<file path="config.mk">
export PLATFORM = sky130hd
export DESIGN_NAME = mor_ctrl
export DESIGN_NICKNAME = d
export VERILOG_FILES = /design/src/rtl/mor_pkg.sv /design/src/rtl/mor_ctrl.sv
export SDC_FILE = /design/constraint.sdc
export NUM_CORES = 1
export LEC_CHECK = 0
export ABC_AREA = 1
export BUFFER_PORTS_ARGS = -buffer_cell sky130_fd_sc_hd__buf_2
export CORE_AREA = 2 2 39 41
export CTS_CLUSTER_SIZE = 40
export DETAILED_ROUTE_END_ITERATION = 7
export DIE_AREA = 0 0 41 43
export GPL_ROUTABILITY_DRIVEN = 1
export PLACE_DENSITY = 0.57
export SYNTH_ARGS = -nofsm -noshare
export SYNTH_HDL_FRONTEND = slang
export SYNTH_SLANG_ARGS = --single-unit
</file>
<file path="constraint.sdc">
create_clock -name clk -period 1.9 [get_ports clk]
set_input_delay 0.38 -clock clk [delete_from_list [all_inputs] [get_ports clk]]
set_output_delay 0.38 -clock clk [all_outputs]
set_load 0.03 [all_outputs]
</file>
<file path="src/rtl/mor_pkg.sv">
// Shared constants and controller/datapath interface types for the maximal ones rectangle core.
`default_nettype none

package mor_pkg;

	// fixed field widths
	localparam int AREA_W = 19;
	localparam int CFG_W  = 9;

	localparam logic [AREA_W-1:0] AREA_MAX        = '1;
	localparam logic [CFG_W-1:0]  ROW_WIDTH_RESET = 9'd256;

	// commands from controller to datapath
	typedef struct packed {
		logic accept;     // latch the word, read the column height
		logic set_height; // update and write back the column height
		logic pop;        // pop and score against the current column
		logic flush_pop;  // pop and score at the end of a row
		logic load_top;   // refresh the top of stack from memory
		logic push;       // push (start, height)
		logic advance;    // move to the next column
		logic row_done;   // row finished, back to column zero
		logic emit;       // load the result and clear image state
	} mor_cmd_t;

	// status from datapath to controller
	typedef struct packed {
		logic top_gt_h;   // stack not empty and top taller than new height
		logic depth_nz;   // stack not empty
		logic row_end;    // current column closes the row
		logic last;       // last-of-image flag of the current word
		logic score_busy; // a product is still in the scoring pipeline
	} mor_status_t;

endpackage

`default_nettype wire

</file>
<file path="src/rtl/mor_ctrl.sv">
// Controller state machine sequencing height update, stack pops, row flush and result.
`default_nettype none

module mor_ctrl (
	input  wire logic                 clk,
	input  wire logic                 arst_n,
	input  wire logic                 in_valid,
	output logic                      in_stall,
	output logic                      out_valid,
	input  wire logic                 out_stall,
	input  wire mor_pkg::mor_status_t status,
	output mor_pkg::mor_cmd_t         cmd
);

	typedef enum logic [2:0] {
		S_IDLE,
		S_HEIGHT,
		S_CHECK,
		S_POP_LOAD,
		S_FLUSH,
		S_FLUSH_LOAD,
		S_DRAIN
	} state_t;

	state_t state_q;
	state_t state_d;
	logic   out_valid_q;
	logic   slot_free;

	assign in_stall  = (state_q != S_IDLE);
	assign out_valid = out_valid_q;
	assign slot_free = !out_valid_q || !out_stall;

	// next state and commands
	always_comb begin
		state_d = state_q;
		cmd     = '0;
		case (state_q)
			S_IDLE: begin
				if (in_valid) begin
					cmd.accept = 1'b1;
					state_d    = S_HEIGHT;
				end
			end
			S_HEIGHT: begin
				cmd.set_height = 1'b1;
				state_d        = S_CHECK;
			end
			S_CHECK: begin
				if (status.top_gt_h) begin
					cmd.pop = 1'b1;
					state_d = S_POP_LOAD;
				end else begin
					cmd.push = 1'b1;
					if (status.row_end) begin
						state_d = S_FLUSH;
					end else begin
						cmd.advance = 1'b1;
						state_d     = S_IDLE;
					end
				end
			end
			S_POP_LOAD: begin
				cmd.load_top = 1'b1;
				state_d      = S_CHECK;
			end
			S_FLUSH: begin
				if (status.depth_nz) begin
					cmd.flush_pop = 1'b1;
					state_d       = S_FLUSH_LOAD;
				end else begin
					cmd.row_done = 1'b1;
					state_d      = status.last ? S_DRAIN : S_IDLE;
				end
			end
			S_FLUSH_LOAD: begin
				cmd.load_top = 1'b1;
				state_d      = S_FLUSH;
			end
			S_DRAIN: begin
				// wait for the last product to reach the best area, and a free output slot
				if (!status.score_busy && slot_free) begin
					cmd.emit = 1'b1;
					state_d  = S_IDLE;
				end
			end
			default: begin
				state_d = S_IDLE;
			end
		endcase
	end

	// state and output valid
	always_ff @(posedge clk or negedge arst_n) begin
		if (!arst_n) begin
			state_q     <= S_IDLE;
			out_valid_q <= 1'b0;
		end else begin
			state_q <= state_d;
			if (cmd.emit) begin
				out_valid_q <= 1'b1;
			end else if (!out_stall) begin
				out_valid_q <= 1'b0;
			end
		end
	end

endmodule

`default_nettype wire

</file>
==> impl_metrics.yaml <==
clock_tree:
  cts_buffer_depth: 2
  cts_buffers: 3
  htree_levels: 1
  cts_root_buf: "clkbuf_4"
  cts_tree: "done"
  ctsResizeCount: 0
  cts_sinks: 4
  path_clk_slew_ns: 0.04
  clk_latency_ns: 0.24
  cts_setup_buffers: 0
critical_path:
  critical_path_class: "flop to primary output"
  critPathCaptureType: "primary output"
  cp_data_arrival_time_ns: 1.33
  worst_ep_required_time_ns: 1.52
  cp-start-kind: "flop"
  critPathMaxFanout: 8
global_routing:
  grtUsageTotal_pct: 10.2
  grt_overflow: 0
  grt_max_degree: 9
  grt_pass1_vias: 312
  grt_pass1_wl_um: 1170
  antenna_found_initial: 0
pwr:
  vdd_ir_drop_max_v: 0.000746
  p_clk_share_pct: 14.3
  power_frac_comb_pct: 60.5
  powerDensity_nw_per_um2: 1680
  swShare_pct: 56.4
  leakage_uw: 0.000284
  pwr-share-seq_pct: 25.2
  switching_power_uw: 433
  intPower_uw: 336
logic_synthesis:
  yosysWarnings: 0
  ys_types: 18
  synthesis.area_sq_um: 322
  syn_avg_cell_area_sq_um: 6.84
  synth_fp_nets: 56
  synth_seq_area_share_pct: 31.1
  synthCells: 47
  synth-seq-cells: 4
cells_and_area:
  nNetsFinal: 80
  design_area_sq_um: 458
  syn_to_final_growth_pct: 42.4
  nFillCells: 158
  insertedDiodeCount: 0
  drive_gt1_share_pct: 44.9
placement:
  post-dp-hpwl_um: 595
  placed_area_sq_um: 425
  port_buffers: 19
  routabilityCongestion: 0.705
hold_path:
  hold_class: "input port to flop"
drt:
  route.detailed.drc: 0
  wl_um: 766
  drt_iter0_drc: 6
  wl_met1_um: 335
  top_layer_used: "met4"
  wl_met3_um: 38
  vias: 369
  wire_per_inst_um: 9.01
  wl_met2_um: 374
  viasPerCell: 4.34
  first_pass_iters: 4
  postRouteAntennaNets: 0
floorplan:
  dieArea_sq_um: 1760
  start_util_pct: 23.2
  io_pins: 20
  rows: 14
  coreArea_sq_um: 1380
  die_h_um: 43
  die-width_um: 41
timing:
  worst_pin_slew_ns: 0.321
  finalClockSkew_ns: 0.00309
  finalSetupViolations: 0
  hold_viol: 0
  fmax_ghz: 0.586
  rsz0062_at_grt: "no"
  tns_ns: 0
  finalCriticalPeriod_ns: 1.71
  maxSlewViolCount: 0
  post-route-period-util_pct: 89.9
  slew_headroom_pct: 78.6
outcome:
  status: "finished, final reports clean"
job:
  cap_violations: 0
[layout by cell type (no fill, tap or decap), drive strengths merged]
cell type     n
nand2        10
nand4         2
inv          10
nor3b         1
nor2          8
clkbuf        3
nor3          2
buf          19
dfrtp         4
dlygate4sd3   1
o21ai         2
nand3         6
nor4          1
[power groups by stage]
stage                     registers [uW]  logic, uW  clock network, uW
after global placement               193        468                  0
after CTS                            193        469                113
after detailed placement             193        466                  0
after global routing                 200        516                116
after floorplan                      169        393                  0
final                                194        465                110
[synthesized netlist by cell type]
master | number | area [sq um]
inv_1 | 8 | 30.0
nand2_1 | 8 | 30.0
nand3_1 | 5 | 25.0
nor2_1 | 5 | 18.8
dfrtp_1 | 4 | 100
inv_2 | 2 | 7.51
nand2_2 | 2 | 12.5
nor2_2 | 2 | 12.5
nor3_1 | 2 | 10.0
buf_6 | 1 | 11.3
nand3_2 | 1 | 10.0
nand4_1 | 1 | 6.26
nand4_2 | 1 | 12.5
nor2_4 | 1 | 11.3
nor3b_1 | 1 | 7.51
nor4_1 | 1 | 6.26
o21ai_0 | 1 | 5.00
o21ai_1 | 1 | 5.00
[logic make-up (layout without fill, tap and decap cells)]
logic type,Yosys count,after routing,share of synthesized area [%]
simple gates,30,30,50.6
buf+inv,11,33,15.2
flops,4,4,31.1
compound gates,2,2,3.11
[per-layer routing]
metal  up-vias  GRT usage [%]
met2        13           14.4
met4         0           10.0
met3         2           1.57
li1        193              -
met5         -              0
met1       161           12.1
[repair_timing]
action                                 4_1_cts  5_1_grt
endpoints found under the hold margin        4        0
setup endpoints to repair                    0        0
hold buffers                                 1        0
[critical path: stages (launching register included)]
cell and delay (ns):
dfrtp_1 0.52, nand2_2 0.12, nor2_4 0.13, inv_2 0.04
nor2_1 0.07, buf_2 0.20
[per-stage QoR]
stage / instances / setup WS [ns] / util [%] / hold WS [ns] / total power, uW
after floorplan: 47 / 0.0325 / - / 0.0844 / 562
after global routing: 85 / 0.127 / 33.1 / 0.360 / 832
after CTS: 85 / 0.189 / 33.1 / 0.328 / 774
after detailed placement: 81 / 0.455 / 30.7 / 0.187 / 659
after global placement: 81 / 0.446 / 30.7 / 0.188 / 661
final: 85 / 0.192 / 33.1 / 0.332 / 769
[worst paths after layout]
kind / from / end / slack, ns / cells past startpoint
worst max-delay path: state_q[1] / cmd[0] / 0.19 / 5
worst min-delay path: status[0] / out_valid / 0.33 / 2
worst max register to register: state_q[1] / state_q[0] / 0.76 / 7
worst min register to register: out_valid / out_valid / 0.50 / 2
max in group asynchronous: arst_n / state_q[0] / 1.31 / 2
min in group asynchronous: arst_n / state_q[1] / 0.47 / 2
[state kept, by name, summed over array words and instances (netlist names)]
name       count
out_valid      1
state_q        3
[layout make-up]
type / count / area, sq um / area share (%)
well taps: 16 / 20.0 / 4.37
repair buffers: 20 / 105 / 23.0
multi-input cells: 32 / 173 / 37.7
inverters: 10 / 37.5 / 8.20
flip-flops and latches: 4 / 100 / 21.9
clock buffers: 3 / 22.5 / 4.92
(Power assumes the default switching activity.)
